--- config.mk ---
export PLATFORM = sky130hd
export DESIGN_NAME = printf_integer_formatter
export DESIGN_NICKNAME = d
export VERILOG_FILES = /design/src/rtl/core/pif_pkg.sv /design/src/rtl/core/pif_dp.sv /design/src/rtl/core/pif_ctrl.sv /design/src/rtl/core/printf_integer_formatter.sv
export SDC_FILE = /design/constraint.sdc
export NUM_CORES = 1
export LEC_CHECK = 0
export ABC_AREA = 1
export BUFFER_PORTS_ARGS = -buffer_cell sky130_fd_sc_hd__buf_2
export CAP_MARGIN = 25
export CELL_PAD_IN_SITES_DETAIL_PLACEMENT = 1
export CELL_PAD_IN_SITES_GLOBAL_PLACEMENT = 2
export CORE_MARGIN = 1
export CORE_UTILIZATION = 43
export DETAILED_ROUTE_END_ITERATION = 8
export PLACE_DENSITY = 0.9
export SLEW_MARGIN = 20
export SYNTH_ARGS = -nofsm -noshare
export SYNTH_HDL_FRONTEND = slang
export SYNTH_SLANG_ARGS = --single-unit
export TNS_END_PERCENT = 20
--- constraint.sdc ---
create_clock -name i_clk -period 19.68 [get_ports i_clk]
set_input_delay 1.968 -clock i_clk [delete_from_list [all_inputs] [get_ports i_clk]]
set_output_delay 1.968 -clock i_clk [all_outputs]
set_load 0.01 [all_outputs]
--- src/rtl/core/pif_pkg.sv ---
// pif_pkg: shared constants and types for the printf integer formatter
// used by pif_ctrl, pif_dp and printf_integer_formatter
package pif_pkg;
    localparam int MAX_FIELD = 60;
    localparam int OUT_CAP   = 62;

    // reciprocal of ten scaled by 2^22, exact for the dividends used here (below 655360)
    localparam logic [18:0] RECIP10 = 19'd419431;

    localparam logic [2:0] CONV_D  = 3'd0;
    localparam logic [2:0] CONV_O  = 3'd1;
    localparam logic [2:0] CONV_U  = 3'd2;
    localparam logic [2:0] CONV_XL = 3'd3;
    localparam logic [2:0] CONV_XU = 3'd4;

    localparam logic [1:0] LEN_NONE = 2'd0;
    localparam logic [1:0] LEN_H    = 2'd1;

    typedef struct packed {
        logic load;
        logic div_step;
        logic plan;
        logic emit;
    } t_cmd;

    typedef struct packed {
        logic       valid_conv;
        logic       div_done;
        logic       emit_last;
    } t_status;
endpackage

--- src/rtl/core/pif_dp.sv ---
// pif_dp: datapath, value preparation, digit extraction and character emission
// depends on pif_pkg
module pif_dp import pif_pkg::*; (
    input  logic        i_clk,
    input  t_cmd        i_cmd,
    input  logic [63:0] i_arg_bits,
    input  logic [2:0]  i_conversion,
    input  logic [1:0]  i_length_mod,
    input  logic        i_left_justify,
    input  logic        i_force_plus,
    input  logic        i_space_sign,
    input  logic        i_alt_form,
    input  logic        i_zero_pad,
    input  logic [5:0]  i_field_width,
    input  logic signed [6:0] i_min_digits,
    output t_status     o_status,
    output logic [7:0]  o_char,
    output logic        o_total_zero
);
    logic [63:0] r_mag;
    logic [2:0]  r_conv;
    logic        r_left, r_plus, r_space, r_alt, r_zpad, r_given, r_neg, r_nz;
    logic [5:0]  r_width, r_pr;
    logic [4:0]  r_nd;
    logic [3:0]  r_dig [0:23];
    logic [1:0]  r_sub;
    logic [47:0] r_quo;
    logic [3:0]  r_rem;
    logic [4:0]  r_base;
    // field plan
    logic [6:0]  r_pad_lo, r_sign_end, r_pfx_end, r_zero_end, r_dig_end, r_total;
    logic [6:0]  r_pos;
    logic [7:0]  r_sign_ch;

    logic [63:0] mask, val;
    logic [63:0] neg_val;
    logic        neg_in;
    logic [5:0]  pr_in;
    logic        given_in;
    logic [6:0]  count, body, body2, count2, pad, sgn_n, pfx_n;

    always_comb begin
        unique case (i_length_mod)
            LEN_H:    mask = 64'hFFFF;
            LEN_NONE: mask = 64'hFFFF_FFFF;
            default:  mask = '1;
        endcase
        val = i_arg_bits & mask;
        neg_val = (~val + 64'd1) & mask;
        neg_in = (i_conversion == CONV_D) && |(val & ((mask >> 1) + 64'd1));
        given_in = ~i_min_digits[6];
        pr_in = given_in ? ((i_min_digits[5:0] > 6'(MAX_FIELD)) ? 6'(MAX_FIELD)
                 : i_min_digits[5:0]) : 6'd1;
    end

    // decimal: 16-bit chunks, msb first, four chunk steps per digit via reciprocal
    // multiplication; octal and hex: one digit per cycle by shifting
    logic [19:0] dec_v;
    logic [38:0] dec_prod;
    logic [15:0] dec_q;
    logic [19:0] dec_q10;
    logic [3:0]  dec_r;
    logic        dec_mode;
    logic [3:0]  step_dig;
    logic [63:0] step_mag;
    always_comb begin
        dec_v = {r_rem, r_mag[63:48]};
        dec_prod = 39'(dec_v) * 39'(RECIP10);
        dec_q = dec_prod[37:22];
        dec_q10 = {1'b0, dec_q, 3'b000} + {3'b000, dec_q, 1'b0};
        dec_r = 4'(dec_v - dec_q10);
        dec_mode = (r_base == 5'd10);
        if (r_base == 5'd8) begin
            step_dig = {1'b0, r_mag[2:0]};
            step_mag = {3'b000, r_mag[63:3]};
        end else begin
            step_dig = r_mag[3:0];
            step_mag = {4'b0000, r_mag[63:4]};
        end
    end

    always_comb begin
        count = (r_pr > 6'(r_nd)) ? 7'(r_pr) : 7'(r_nd);
        if (r_conv == CONV_O && r_alt && count == 7'(r_nd)) count = count + 7'd1;
        sgn_n = (r_conv == CONV_D && (r_neg || r_plus || r_space)) ? 7'd1 : 7'd0;
        pfx_n = (r_conv >= CONV_XL && r_alt && r_nz) ? 7'd2 : 7'd0;
        body = sgn_n + pfx_n + count;
        count2 = count;
        body2 = body;
        if (r_zpad && !r_left && !r_given && 7'(r_width) > body) begin
            count2 = count + (7'(r_width) - body);
            body2 = 7'(r_width);
        end
        pad = (7'(r_width) > body2) ? 7'(r_width) - body2 : 7'd0;
    end

    always_ff @(posedge i_clk) begin
        if (i_cmd.load) begin
            r_conv  <= i_conversion;
            r_left  <= i_left_justify;
            r_plus  <= i_force_plus;
            r_space <= i_space_sign;
            r_alt   <= i_alt_form;
            r_zpad  <= i_zero_pad;
            r_given <= given_in;
            r_pr    <= pr_in;
            r_width <= (i_field_width > 6'(MAX_FIELD)) ? 6'(MAX_FIELD) : i_field_width;
            r_nz    <= val != 64'd0;
            r_neg   <= neg_in;
            r_mag   <= neg_in ? neg_val : val;
            r_base <= (i_conversion == CONV_O) ? 5'd8 :
                      ((i_conversion >= CONV_XL) ? 5'd16 : 5'd10);
            r_nd  <= '0;
            r_sub <= '0;
            r_rem <= '0;
            r_quo <= '0;
        end else if (i_cmd.div_step) begin
            if (dec_mode) begin
                r_sub <= r_sub + 2'd1;
                if (r_sub == 2'd3) begin
                    r_dig[r_nd] <= dec_r;
                    r_nd  <= r_nd + 5'd1;
                    r_mag <= {r_quo, dec_q};
                    r_quo <= '0;
                    r_rem <= '0;
                end else begin
                    r_mag <= {r_mag[47:0], 16'h0000};
                    r_quo <= {r_quo[31:0], dec_q};
                    r_rem <= dec_r;
                end
            end else begin
                r_dig[r_nd] <= step_dig;
                r_nd  <= r_nd + 5'd1;
                r_mag <= step_mag;
            end
        end else if (i_cmd.plan) begin
            r_pad_lo   <= r_left ? 7'd0 : pad;
            r_sign_end <= (r_left ? 7'd0 : pad) + sgn_n;
            r_pfx_end  <= (r_left ? 7'd0 : pad) + sgn_n + pfx_n;
            r_zero_end <= (r_left ? 7'd0 : pad) + sgn_n + pfx_n + (count2 - 7'(r_nd));
            r_dig_end  <= (r_left ? 7'd0 : pad) + body2;
            r_total    <= ((body2 + pad) > 7'(OUT_CAP)) ? 7'(OUT_CAP) : body2 + pad;
            r_sign_ch  <= r_neg ? 8'h2D : (r_plus ? 8'h2B : 8'h20);
            r_pos      <= '0;
        end else if (i_cmd.emit) begin
            r_pos <= r_pos + 7'd1;
        end
    end

    logic [6:0] didx_w;
    logic [4:0] didx;
    logic [3:0] dv;
    always_comb begin
        didx_w = r_dig_end - 7'd1 - r_pos;
        didx = didx_w[4:0];
        dv = r_dig[didx];
        if (r_pos < r_pad_lo) o_char = 8'h20;
        else if (r_pos < r_sign_end) o_char = r_sign_ch;
        else if (r_pos < r_pfx_end)
            o_char = (r_pos == r_pfx_end - 7'd2) ? 8'h30 :
                     ((r_conv == CONV_XL) ? 8'h78 : 8'h58);
        else if (r_pos < r_zero_end) o_char = 8'h30;
        else if (r_pos < r_dig_end)
            o_char = (dv < 4'd10) ? 8'h30 + 8'(dv) :
                     8'h41 + 8'(dv - 4'd10) + ((r_conv == CONV_XL) ? 8'd32 : 8'd0);
        else o_char = 8'h20;
    end

    always_comb begin
        o_status.valid_conv = i_conversion <= CONV_XU;
        o_status.div_done   = (r_sub == 2'd0) && (r_mag == 64'd0 || r_nd == 5'd24);
        o_status.emit_last  = (r_pos + 7'd1 >= r_total);
    end

    // empty field, valid from the cycle after the plan
    assign o_total_zero = (r_total == 7'd0);
endmodule

--- src/rtl/core/pif_ctrl.sv ---
// pif_ctrl: sequencing state machine for the formatter
// depends on pif_pkg
module pif_ctrl import pif_pkg::*; (
    input  logic    i_clk,
    input  logic    i_rst_n,
    input  logic    i_start,
    input  t_status i_status,
    input  logic    i_empty,
    output t_cmd    o_cmd,
    output logic    o_busy,
    output logic    o_valid,
    output logic    o_last
);
    localparam logic [2:0] S_IDLE = 3'd0;
    localparam logic [2:0] S_DIV  = 3'd1;
    localparam logic [2:0] S_PLAN = 3'd2;
    localparam logic [2:0] S_CHK  = 3'd3;
    localparam logic [2:0] S_EMIT = 3'd4;

    logic [2:0] r_state, n_state;

    always_comb begin
        n_state = r_state;
        o_cmd = '0;
        o_valid = 1'b0;
        o_last = 1'b0;
        unique case (r_state)
            S_IDLE: if (i_start && i_status.valid_conv) begin
                o_cmd.load = 1'b1;
                n_state = S_DIV;
            end
            S_DIV: begin
                if (i_status.div_done) n_state = S_PLAN;
                else o_cmd.div_step = 1'b1;
            end
            S_PLAN: begin
                o_cmd.plan = 1'b1;
                n_state = S_CHK;
            end
            S_CHK: n_state = i_empty ? S_IDLE : S_EMIT;
            S_EMIT: begin
                o_valid = 1'b1;
                o_cmd.emit = 1'b1;
                o_last = i_status.emit_last;
                if (i_status.emit_last) n_state = S_IDLE;
            end
            default: n_state = S_IDLE;
        endcase
    end

    always_ff @(posedge i_clk) begin
        if (!i_rst_n) r_state <= S_IDLE;
        else r_state <= n_state;
    end

    assign o_busy = r_state != S_IDLE;
endmodule

--- src/rtl/core/printf_integer_formatter.sv ---
// printf_integer_formatter: top level, one printf integer conversion per transaction
// depends on pif_pkg, pif_ctrl, pif_dp
//
// channel   direction  handshake              payload
// command   in         i_start && !o_busy     argument, conversion, flags, width, precision
// result    out        o_char_valid strobe    o_out_char, o_last_char
//
// one transaction: load at the accepting edge, then digit extraction (decimal by
// reciprocal multiplication, octal and hex by shifting) until done is seen, then
// the plan state and the check state, then one character per cycle
// reset is synchronous, active low, and returns the sequencer to idle
// results are strobed for one cycle and cannot be held off
module printf_integer_formatter import pif_pkg::*; (
    input  logic        i_clk,
    input  logic        i_rst_n,
    input  logic        i_start,
    output logic        o_busy,
    input  logic [63:0] i_arg_bits,
    input  logic [2:0]  i_conversion,
    input  logic [1:0]  i_length_mod,
    input  logic        i_left_justify,
    input  logic        i_force_plus,
    input  logic        i_space_sign,
    input  logic        i_alt_form,
    input  logic        i_zero_pad,
    input  logic [5:0]  i_field_width,
    input  logic signed [6:0] i_min_digits,
    output logic        o_char_valid,
    output logic [7:0]  o_out_char,
    output logic        o_last_char
);
    t_cmd    cmd;
    t_status status;
    logic    last;

    // empty field: plan yields zero characters, checked in a dedicated check state
    logic emp_w;

    pif_ctrl u_ctrl (
        .i_clk(i_clk), .i_rst_n(i_rst_n), .i_start(i_start), .i_status(status),
        .i_empty(emp_w), .o_cmd(cmd), .o_busy(o_busy), .o_valid(o_char_valid),
        .o_last(last)
    );

    pif_dp u_dp (
        .i_clk(i_clk), .i_cmd(cmd), .i_arg_bits(i_arg_bits),
        .i_conversion(i_conversion), .i_length_mod(i_length_mod),
        .i_left_justify(i_left_justify), .i_force_plus(i_force_plus),
        .i_space_sign(i_space_sign), .i_alt_form(i_alt_form),
        .i_zero_pad(i_zero_pad), .i_field_width(i_field_width),
        .i_min_digits(i_min_digits), .o_status(status), .o_char(o_out_char),
        .o_total_zero(emp_w)
    );

    assign o_last_char = last;
endmodule

# Word-level counts from Yosys, hierarchy flattened
# Memory sizes are Yosys's and may differ from the RTL's.
# Index checks and enable logic that the tools add are counted.
dict set report totals {
  memories 1
  register_bits 211
  elab_cells 186
  mem_bits_rw 96
}
# memory depth width rd rd_ports_with_merged_regs write_ports line
set memory_table {}
lappend memory_table {u_dp.r_dig 24 4 1 0 1 pif_dp.sv:25} ;# logic [3:0] r_dig [0:23];
dict set report op_classes {
  n_eq_ne 18
  n_reduce_logical 34
  n_mux 55
  magnitude_cmp 16
  multipliers 1
  add_sub_neg 26
  n_bitwise 8
}
# operator count
set ops {}
lappend ops {{two-way mux 64 bit} 5}
lappend ops {{AND 64 bit} 3}
lappend ops {{one-hot mux 64 bit (2 select lines)} 1}
lappend ops {{adder 63 x 1 -> 64 bit (second input constant)} 1}
lappend ops {{adder 64 x 1 -> 64 bit (second input constant)} 1}
lappend ops {{logical NOT 64 bit} 1}
lappend ops {{NOT 64 bit} 1}
lappend ops {{nonzero test 64 bit} 1}
lappend ops {{OR reduction 64 bit} 1}
lappend ops {{two-way mux 61 bit} 1}
lappend ops {{adder 7 bit} 8}
lappend ops {{two-way mux 8 bit} 7}
lappend ops {{two-way mux 48 bit} 1}
lappend ops {{two-way mux 7 bit} 6}
lappend ops {{multiplier 20 x 19 -> 38 bit (second input constant)} 1}
lappend ops {{< comparator 7 bit} 5}
lappend ops {{two-way mux 6 bit} 4}
lappend ops {{two-way mux 1 bit} 17}
lappend ops {{two-way mux 4 bit} 4}
lappend ops {{two-way mux 5 bit} 3}
lappend ops {{one-hot mux 3 bit (5 select lines)} 1}
lappend ops {{adder 7 x 1 -> 7 bit (second input constant)} 2}
lappend ops {{greater-than comparator 6 x 7 -> 1 bit} 2}
lappend ops {{subtractor 6 x 7 -> 7 bit} 2}
lappend ops {{other kinds (45)} 79}

# Logic depth before layout (Yosys ltp)
# Gate-level depths: netlist of the first run.
dict set report logic_depth {
  ltp_word 15
  mapped_depth 61
}

# Hierarchy
# Synthesis of the first run repeated with hierarchy kept, for this count alone.
dict set report unflattened {
  cells_unflattened 3098
  hier_area_um2 26098.8
}
# module cells_per_inst n_inst area_per_inst_um2 seq_area_each_um2
set by_module_without_submodules {}
lappend by_module_without_submodules {pif_dp 3063 1 25872.3 8298.0}
lappend by_module_without_submodules {pif_ctrl 35 1 226.5 60.1}

# Worst setup path before layout of the first run
# Ideal clock, no wire load.
dict set report synth_timing {
  path_kind {flip-flop to flip-flop}
  start {register u_dp.r_nd[2]}
  end {register u_dp.r_zero_end[6] (data pin)}
  synth_period_minus_slack_ns 8.712
  path_stages_with_launch 51
  slack_ns 10.968
  arrival_time_ns 8.462
  path_cell_list {dfxtp_1 > clkinv_1 > ha_1 > nand2_1 > nor2_1 > nand3_1 > buf_2 > nand4_1 > inv_1 > nor2_2 > nand3_4 > xnor2_1 > ha_1 > fa_1 > xor2_1 > ha_1 > a21oi_1 > nand2_1 > [15 not listed] > inv_1 > xor2_1 > ha_1 > ha_1 > xor2_1 > inv_1 > fa_1 > ha_1 > nand2_1 > o21ai_0 > nand2_1 > a21oi_1 > nor2_1 > xnor2_1 > xor2_1 > nand3_1 > nand2_1 > inv_1}
}
dict set report synth_between {
  elab_chain_cells 15
  elab_cells_between_ends 21
  classes_between {9 x add/sub; 3 x order compare; 1 x eq/ne; 6 x mux; 2 x reduce/logical}
}
# element line
set synth_lines {}
lappend synth_lines {{start: declaration} pif_dp.sv:24} ;# logic [4:0] r_nd;
lappend synth_lines {{start signal: assignment} pif_dp.sv:122} ;# r_nd <= r_nd + 5'd1;
lappend synth_lines {{start signal: assignment} pif_dp.sv:133} ;# r_nd <= r_nd + 5'd1;
lappend synth_lines {{parallel branches: the longest is 14 deep, another holds adder 7 x 1 -> 7 bit} --}
lappend synth_lines {{adder 7 bit *} pif_dp.sv:140} ;# r_zero_end <= (r_left ? 7'd0 : pad) + sgn_n + pfx_n + (count2 - 7'(r_nd));
lappend synth_lines {{end signal: assignment} pif_dp.sv:140}
lappend synth_lines {{end: declaration} pif_dp.sv:31} ;# logic [6:0] r_pad_lo, r_sign_end, r_pfx_end, r_zero_end, r_dig_end, r_total;
# Every way passes the cells marked *.
# A chain may end at the register's enable or synchronous reset.

# Worst setup path after layout of the first run
dict set report layout_timing {
  start {register u_dp.r_nd[3]}
  end {register u_dp.r_zero_end[6] (data pin)}
}
# The elaborated chain is that of the path after synthesis.

==> impl_metrics.tcl, run 1 <==
set metrics [dict create \
    status "complete, but fails checks" \
    failed_checks "DRC" \
    synth_edf_count 237 \
    clk_pin_slew_ps 60 \
    hpwlAfterDp_um 63430 \
    crit_slowest_cell "o21ai_0" \
    htreeDepth 2 \
    cp.required_ps 19980 \
    grt_setup_unrepaired "no" \
    min_period_over_period 0.5294 \
    syn_nets 3547 \
    synth-compound-area-share 0.1317 \
    ys_seq_area_frac 0.3224 \
    grt_overflow 0 \
    met1_usage 0.3310 \
    initial_core_util 0.4376 \
    critPathMaxStageDelay_ps 580 \
    clockRootBuffer "clkbuf_16" \
    grt_pass1_vias 23010 \
    synth_adder_area_share 0.2483 \
    cts_tree "done" \
    synth_area_per_cell_sq_um 8.541 \
    area_growth_syn_to_layout_pct 9.760 \
    drc 5 \
    die_w_um 247.5 \
    cts_sinks 299 \
    critPathArrivalTime_ps 10720 \
    synth_seq_cells 299 \
    cp_max_fo 21 \
    insertedDiodeCount 0 \
    final_cell_mix "inv_1, nand2_1, ha_1" \
    postSynthCellCount 3035 \
    place.gp.congestion 0.8979 \
    hold_buffers 0 \
    relSlewSlack 0.3198 \
    muxShareOfSynthArea 0.006178 \
    end_kind "flip-flop" \
    die_h_um 247.5 \
    yosys_warnings 0 \
    dr.pass1.iters 7 \
    via_per_inst 5.510 \
    synthArstFlopShare 0 \
    vias 21510 \
    wl_per_cell_um 20.31 \
    cts_buffers 37 \
    worst_pin_slew_ps 1007 \
    drv_slew 0 \
    synthXorXnorAreaFrac 0.02838 \
    cp_common_cell "nand2_1" \
    io_pins 101 \
    finalSetupTns_ps 0 \
    port_buffers 100 \
    core_sq_um 59240 \
    cap_viol_max_count 0 \
    dieArea_sq_um 61270 \
    grt_max_degree 118 \
    worst_setup_path_start_kind "flip-flop" \
    grt.busiest_layer "met2" \
    drt_iter0_markers 1184 \
    grt_util_all_layers 0.2645 \
    row_count 89 \
    clock_latency_ps 560 \
    synth-simple-area-share 0.1667 \
    clockBufferDepth 3 \
    hold_path_class "reg2reg" \
    antenna_found_initial 1 \
    setup_viol 0 \
    grt_pass1_wl_um 126500 \
    synth-main-ff-cell "edfxtp_1" \
    fmax_mhz 95.98 \
    drt.antenna.violating_nets 0 \
    finClkSkew_ps 18.56 \
    synthesis.area_sq_um 25920 \
    layout-drive-gt1-share 0.07636 \
    final_common_cell "inv_1" \
    finalHoldViolCount 0 \
    cts_resized 0 \
    layout.nets 3614 \
    grt_util_met3 0.02703 \
    use_met2 0.4841 \
    synth.distinct_cells 60 \
    postCtsSetupRepairBufs 0 \
    synth_top_family_by_area "adder cells" \
    crit_type "reg2reg" \
    wl_um 79250 \
    min_period_ps 10420 \
]
==> sequential cells by signal (all words and copies together), names as in the netlist, 6 cells and up <==
signal           count
u_dp.r_pr            6
u_dp.r_quo          48
u_dp.r_dig          96
u_dp.r_dig_end       7
u_dp.r_width         6
u_dp.r_pfx_end       7
u_dp.r_pos           7
u_dp.r_sign_end      6
u_dp.r_total         7
u_dp.r_mag          64
u_dp.r_zero_end      7
u_dp.r_pad_lo        7
==> final cells by class <==
class	count	area (sq um)
fillers	7029	30790
multi-input cells	2074	15120
clock buffers	52	1044
inverters	571	2143
clock inverters	15	167.7
well taps	773	967.2
repair buffers	119	655.6
flip-flops and latches	299	8358
==> synthesized netlist by cell type (7+ instances only) <==
cell type / count / area [sq um]
ha_1: 268 / 3353
mux2i_1: 16 / 160.2
fa_1: 154 / 3083
nor2_1: 245 / 919.6
nand4_1: 43 / 269.0
nand3_1: 126 / 630.6
buf_1: 11 / 41.29
nor2_2: 10 / 62.56
o32ai_1: 27 / 236.5
xor2_1: 53 / 464.2
o221ai_1: 45 / 394.1
o21ai_0: 185 / 925.9
xnor2_1: 31 / 271.5
nand2_1: 472 / 1772
dfxtp_1: 62 / 1241
clkbuf_1: 77 / 289.0
o21a_1: 8 / 60.06
nand2_2: 7 / 43.79
a22oi_1: 54 / 405.4
nor3_1: 29 / 145.1
a31oi_1: 9 / 56.30
o21bai_1: 9 / 67.56
a21o_1: 13 / 97.59
edfxtp_1: 237 / 7117
o211ai_1: 13 / 97.59
or2_2: 16 / 100.1
inv_2: 8 / 30.03
nor4_1: 20 / 125.1
a21oi_1: 159 / 795.8
inv_1: 557 / 2091
==> critical path, delay by kind of cell, from the launching register on <==
kind | cells | cell delay [ps]
simple gates | 22 | 3510
fa+ha+maj | 10 | 3020
compound gates | 6 | 1550
buf+inv | 7 | 890
xor+xnor | 4 | 710
flops | 1 | 460
==> path summary, 6_finish.rpt <==
| path | end | slack [ps] | depth (start not counted) | startpoint |
|---|---|---|---|---|
| max | u_dp.r_zero_end[6] | 9260 | 49 | u_dp.r_nd[3] |
| min | u_dp.r_quo[43] | 470 | 2 | u_dp.r_quo[43] |
| max reg2reg | u_dp.r_zero_end[6] | 9260 | 49 | u_dp.r_nd[3] |
| min reg2reg | u_dp.r_quo[43] | 470 | 2 | u_dp.r_quo[43] |
==> cells by family (layout without fill, tap and decap cells) <==
group,Yosys count,count (layout)
adders and majority gates,422,422
other,1,1
xor gates and xnor gates,84,84
muxes,16,16
DFF,299,299
and+or+nand+nor,992,992
buffers and inverters,662,757
AOI/OAI and AO/OA,559,559
==> through the flow <==
step	hold slack, ps	instances	util	cell area [sq um]	setup slack [ps]
global placement	451.4	3836	0.4598	27240	9789
floorplan	440.6	3035	-	25920	10970
detailed placement	457.7	3836	0.4598	27240	9273
global route	484.2	3903	0.4803	28450	8277
CTS	471.8	3903	0.4803	28450	9258
finish	470.2	3903	0.4803	28450	9261
==> metal layers <==
layer	routed length [um]	share of wire
met5	20	0.00025
met1	33760	0.43
met4	1833	0.023
met2	41080	0.52
met3	2557	0.032
Power of run 1 is not shown: default switching activity piles up to over one toggle a cycle in this logic, so the estimate is an artifact.
==> run 2: changes to the inputs <==
--- a/config.mk
+++ b/config.mk
@@ -11,9 +11,9 @@
 export CELL_PAD_IN_SITES_DETAIL_PLACEMENT = 1
 export CELL_PAD_IN_SITES_GLOBAL_PLACEMENT = 2
 export CORE_MARGIN = 1
-export CORE_UTILIZATION = 43
+export CORE_UTILIZATION = 40
 export DETAILED_ROUTE_END_ITERATION = 8
-export PLACE_DENSITY = 0.9
+export PLACE_DENSITY = 0.84
 export SLEW_MARGIN = 20
 export SYNTH_ARGS = -nofsm -noshare
 export SYNTH_HDL_FRONTEND = slang
==> constraint.sdc (replaced) <==
create_clock -name i_clk -period 10.9 [get_ports i_clk]
set_input_delay 1.09 -clock i_clk [delete_from_list [all_inputs] [get_ports i_clk]]
set_output_delay 1.09 -clock i_clk [all_outputs]
set_load 0.01 [all_outputs]
==> run 2 against run 1 <==
Against the previous run: the flow now finishes without violations; die area grew 7.4%; critical path depth grew 1; final area grew 0.26%; non-clock buffer count grew 4; highest routed layer is now met4.
==> impl_metrics.tcl, run 2 (synthesis gave the netlist of run 1 again) <==
set metrics [dict create \
    cts_sinks 299 \
    finalHoldViolCount 0 \
    grt_pass1_wl_um 127500 \
    initial_core_util 0.4080 \
    die_w_um 256.6 \
    insertedDiodeCount 0 \
    grt_pass1_vias 22990 \
    final_common_cell "inv_1" \
    grt.busiest_layer "met2" \
    layout-drive-gt1-share 0.07756 \
    hold_buffers 0 \
    end_kind "flip-flop" \
    cp_common_cell "nand2_1" \
    finalSetupTns_ps 0 \
    setup_slack_ps 888.8 \
    top_register "u_dp.r_dig" \
    die_h_um 256.6 \
    hpwlAfterDp_um 63820 \
    vias 21450 \
    post-place-ws_ps 345.5 \
    status "finished clean" \
    crit_type "reg2reg" \
    core_sq_um 63540 \
    htreeDepth 2 \
    drt.antenna.violating_nets 0 \
    worst_pin_slew_ps 913.8 \
    drv_slew 0 \
    crit_slowest_cell "o21ai_0" \
    cp.required_ps 11210 \
    finClkSkew_ps 14.65 \
    grt_util_met3 0.02471 \
    dieArea_sq_um 65830 \
    cap_viol_max_count 0 \
    hold_path_class "reg2reg" \
    cp_max_fo 21 \
    largest_registers "u_dp.r_dig: 96 flops, u_dp.r_mag: 64 flops, u_dp.r_quo: 48 flops" \
    critPathArrivalTime_ps 10320 \
    worstSetupStartpoint "u_dp.r_nd[2]" \
    dr.pass1.iters 5 \
    postCtsSetupRepairBufs 0 \
    clockBufferDepth 3 \
    worst_setup_path_start_kind "flip-flop" \
    wl_um 80120 \
    drc 0 \
    min_period_ps 10010 \
    critPathMaxStageDelay_ps 550 \
    place.gp.congestion 0.9033 \
    layout.nets 3617 \
    hp-start "u_dp.r_quo[42]" \
    fin_cells 3979 \
    cts_buffers 36 \
    relSlewSlack 0.3908 \
    grt_max_degree 72 \
    hold-worst-slack_ps 468.0 \
    fmax_mhz 99.89 \
    grt_overflow 0 \
    dp.cells 3912 \
    grt_setup_unrepaired "no" \
    min_period_over_period 0.9185 \
    io_pins 101 \
    drt_iter0_markers 1068 \
    use_met2 0.4399 \
    met1_usage 0.3114 \
    clk_pin_slew_ps 60 \
    setup_viol 0 \
    final_cell_mix "inv_1, nand2_1, ha_1" \
    largest_reg_flops 96 \
    area_growth_syn_to_layout_pct 10.04 \
    via_per_inst 5.392 \
    cts_tree "done" \
    grt_util_all_layers 0.2449 \
    clock_latency_ps 560 \
    clockRootBuffer "clkbuf_16" \
    regToRegStartpoint "u_dp.r_nd[2]" \
    wl_per_cell_um 20.14 \
    row_count 92 \
    port_buffers 100 \
    antenna_found_initial 0 \
]
[run 2: repair_timing]
item / 4_1_cts / 5_1_grt
endpoints found under the setup margin: 0 / 1
hold endpoints to repair: 0 / 0
resized for setup: 0 / 8
[run 2: final timing paths]
| kind | end | slack [ps] | depth (start not counted) |
|---|---|---|---|
| setup / recovery | u_dp.r_zero_end[6] | 890 | 50 |
| hold / removal | u_dp.r_quo[42] | 470 | 2 |
| setup reg to reg | u_dp.r_zero_end[6] | 890 | 50 |
| hold reg to reg | u_dp.r_quo[42] | 470 | 2 |
[run 2: critical path, delay by kind of cell (launching register included)]
family                     cells  cell delay, ps
buffers and inverters          6             680
adders and majority gates     10            2980
AOI/OAI and AO/OA              6            1620
DFF                            1             490
and+or+nand+nor               24            3230
xor gates and xnor gates       4             770
[run 2: area by class of cell]
class,count,area [sq um]
Multi-Input combinational cell,2074,15130
Inverter,571,2151
Timing Repair Buffer,123,680.7
Clock buffer,52,1012
Clock inverter,14,133.9
Sequential cell,299,8358
Fill cell,7657,35020
Tap cell,846,1059
[run 2: through the flow]
step,utilization,instance area (sq um)
after global placement,0.4303,27340
final,0.4489,28520
after global routing,0.4489,28520
after CTS,0.4484,28490
after floorplan,-,25920
after detailed placement,0.4303,27340
[run 2: metal layers]
metal / wire [um] / up-vias / part of all wire
li1: - / 10310 / -
met1: 35090 / 10670 / 0.44
met2: 40520 / 385 / 0.51
met3: 2544 / 90 / 0.032
met4: 1962 / 0 / 0.024
met5: 0 / - / 0
Power of run 2 is left out for the same reason.
==> run 3: changes to the inputs <==
--- a/config.mk
+++ b/config.mk
@@ -11,9 +11,9 @@
 export CELL_PAD_IN_SITES_DETAIL_PLACEMENT = 1
 export CELL_PAD_IN_SITES_GLOBAL_PLACEMENT = 2
 export CORE_MARGIN = 1
-export CORE_UTILIZATION = 40
+export CORE_UTILIZATION = 35
 export DETAILED_ROUTE_END_ITERATION = 8
-export PLACE_DENSITY = 0.84
+export PLACE_DENSITY = 0.75
 export SLEW_MARGIN = 20
 export SYNTH_ARGS = -nofsm -noshare
 export SYNTH_HDL_FRONTEND = slang
==> run 3 against run 2 <==
Against the previous run: the flow now finishes with violations (DRC); flip-flop and latch count is the same; maximum frequency grew 2.2%; non-clock buffer count shrank 1; largest cell class unchanged; highest routed layer unchanged.
==> impl_metrics.tcl, run 3 (synthesis gave the netlist of run 1 again) <==
set metrics [dict create \
    layout-drive-gt1-share 0.07732 \
    fin_cells 4089 \
    cp.required_ps 11200 \
    hp-start "u_dp.r_quo[47]" \
    regToRegStartpoint "u_dp.r_nd[3]" \
    relSlewSlack 0.3892 \
    largest_registers "u_dp.r_dig: 96 flops, u_dp.r_mag: 64 flops, u_dp.r_quo: 48 flops" \
    crit_slowest_cell "dfxtp_1" \
    clock_latency_ps 550 \
    cts_tree "done" \
    antenna_found_initial 0 \
    clk_pin_slew_ps 60 \
    grt_pass1_wl_um 129300 \
    dieArea_sq_um 75160 \
    met1_length_um 36750 \
    dr.pass1.iters 7 \
    crit_type "reg2reg" \
    area_growth_syn_to_layout_pct 10.90 \
    io_pins 101 \
    cp_max_fo 21 \
    end_kind "flip-flop" \
    grt_max_degree 130 \
    cp_common_cell "nand2_1" \
    critPathMaxStageDelay_ps 470 \
    drt.antenna.violating_nets 0 \
    hold_path_class "reg2reg" \
    setup_viol 0 \
    wl_um 81670 \
    num-fill-cells 8650 \
    worst_setup_path_start_kind "flip-flop" \
    final_common_cell "inv_1" \
    min_period_over_period 0.8987 \
    vias 21320 \
    clockBufferDepth 3 \
    grt_pass1_vias 22860 \
    hpwlAfterDp_um 65320 \
    critical_path_buf_inv_count 6 \
    worst_pin_slew_ps 916.3 \
    cts_buffers 37 \
    cts_sinks 299 \
    highest_layer "met4" \
    r2r_setup_slack_ps 1100 \
    fmax_mhz 102.1 \
    row_count 99 \
    insertedDiodeCount 0 \
    core_sq_um 73080 \
    wl_met3_um 1503 \
    via_per_inst 5.213 \
    finalSetupTns_ps 0 \
    cap_viol_max_count 0 \
    reg2reg_to "u_dp.r_zero_end[6]" \
    reg2reg_depth 52 \
    utilization 0.3934 \
    largest_reg_flops 96 \
    wl_met2_um 42060 \
    hold-worst-slack_ps 469.5 \
    status "complete, but fails checks" \
    wl_per_cell_um 19.97 \
    grt_setup_unrepaired "no" \
    final_cell_mix "inv_1, nand2_1, ha_1" \
    crit_family "simple AND/OR/NAND/NOR gates" \
    worstHoldEndpoint "u_dp.r_quo[47]" \
    holdPathStages 2 \
    drc 6 \
    layout.nets 3617 \
    drt_iter0_markers 1024 \
    port_buffers 100 \
    htreeDepth 2 \
    dp.cells 4024 \
    failed_checks "DRC" \
    drv_slew 0 \
    min_period_ps 9796 \
    grt_util_all_layers 0.2200 \
    grt_overflow 0 \
    initial_core_util 0.3547 \
    top_register "u_dp.r_dig" \
    place.gp.congestion 0.8725 \
    finalHoldViolCount 0 \
    clockRootBuffer "clkbuf_16" \
    finClkSkew_ps 16.99 \
    critPathArrivalTime_ps 10100 \
    die_h_um 274.1 \
    die_w_um 274.1 \
]
-- run 3: what timing repair did --
action	CTS	global route
buffers inserted	0	0
endpoints found under the hold margin	0	0
hold buffers	0	0
endpoints found under the setup margin	0	2
gates resized for setup	0	13
-- run 3: worst register-to-register path, delay by kind of cell (launching register included) --
family	cells	cell delay (ps)
AOI/OAI and AO/OA	6	1260
DFF	1	470
xor gates and xnor gates	4	700
adders and majority gates	10	3010
and+or+nand+nor	26	3430
buffers and inverters	6	690
-- run 3: worst max-delay path by stage --
stage,start,cells after the start,endpoint,slack (ps)
2_1_floorplan,u_dp.r_nd[2],50,u_dp.r_zero_end[6],2190
3_3_place_gp,u_dp.r_nd[2],50,u_dp.r_zero_end[6],910
3_5_place_dp,u_dp.r_nd[2],50,u_dp.r_zero_end[6],400
4_1_cts,u_dp.r_nd[2],50,u_dp.r_zero_end[6],390
5_1_grt,u_dp.r_nd[2],51,u_dp.r_zero_end[6],130
6_report,u_dp.r_nd[3],52,u_dp.r_zero_end[6],1100
-- run 3: layout make-up --
cell class,count,area [sq um],share of cell area
tap,959,1200,0.04174
multi-input combinational,2074,15150,0.5270
clock buffer,51,1062,0.03695
clock inverter,13,141.4,0.004918
sequential,299,8358,0.2907
inverter,571,2151,0.07482
timing repair buffer,122,685.7,0.02385
-- run 3: per-layer routing --
metal / GRT usage / vias up
met2: 0.4040 / 237
li1: - / 10290
met3: 0.01865 / 73
met1: 0.2807 / 10720
met4: 0.04094 / 0
met5: 0 / -
-- run 3: stage by stage --
step                      area [sq um]  setup slack (ps)
after floorplan                  25920              2188
final                            28750              1104
after CTS                        28690             390.0
after global routing             28750             126.5
after detailed placement         27490             404.9
after global placement           27490             907.1
Power of run 3 is left out for the same reason.
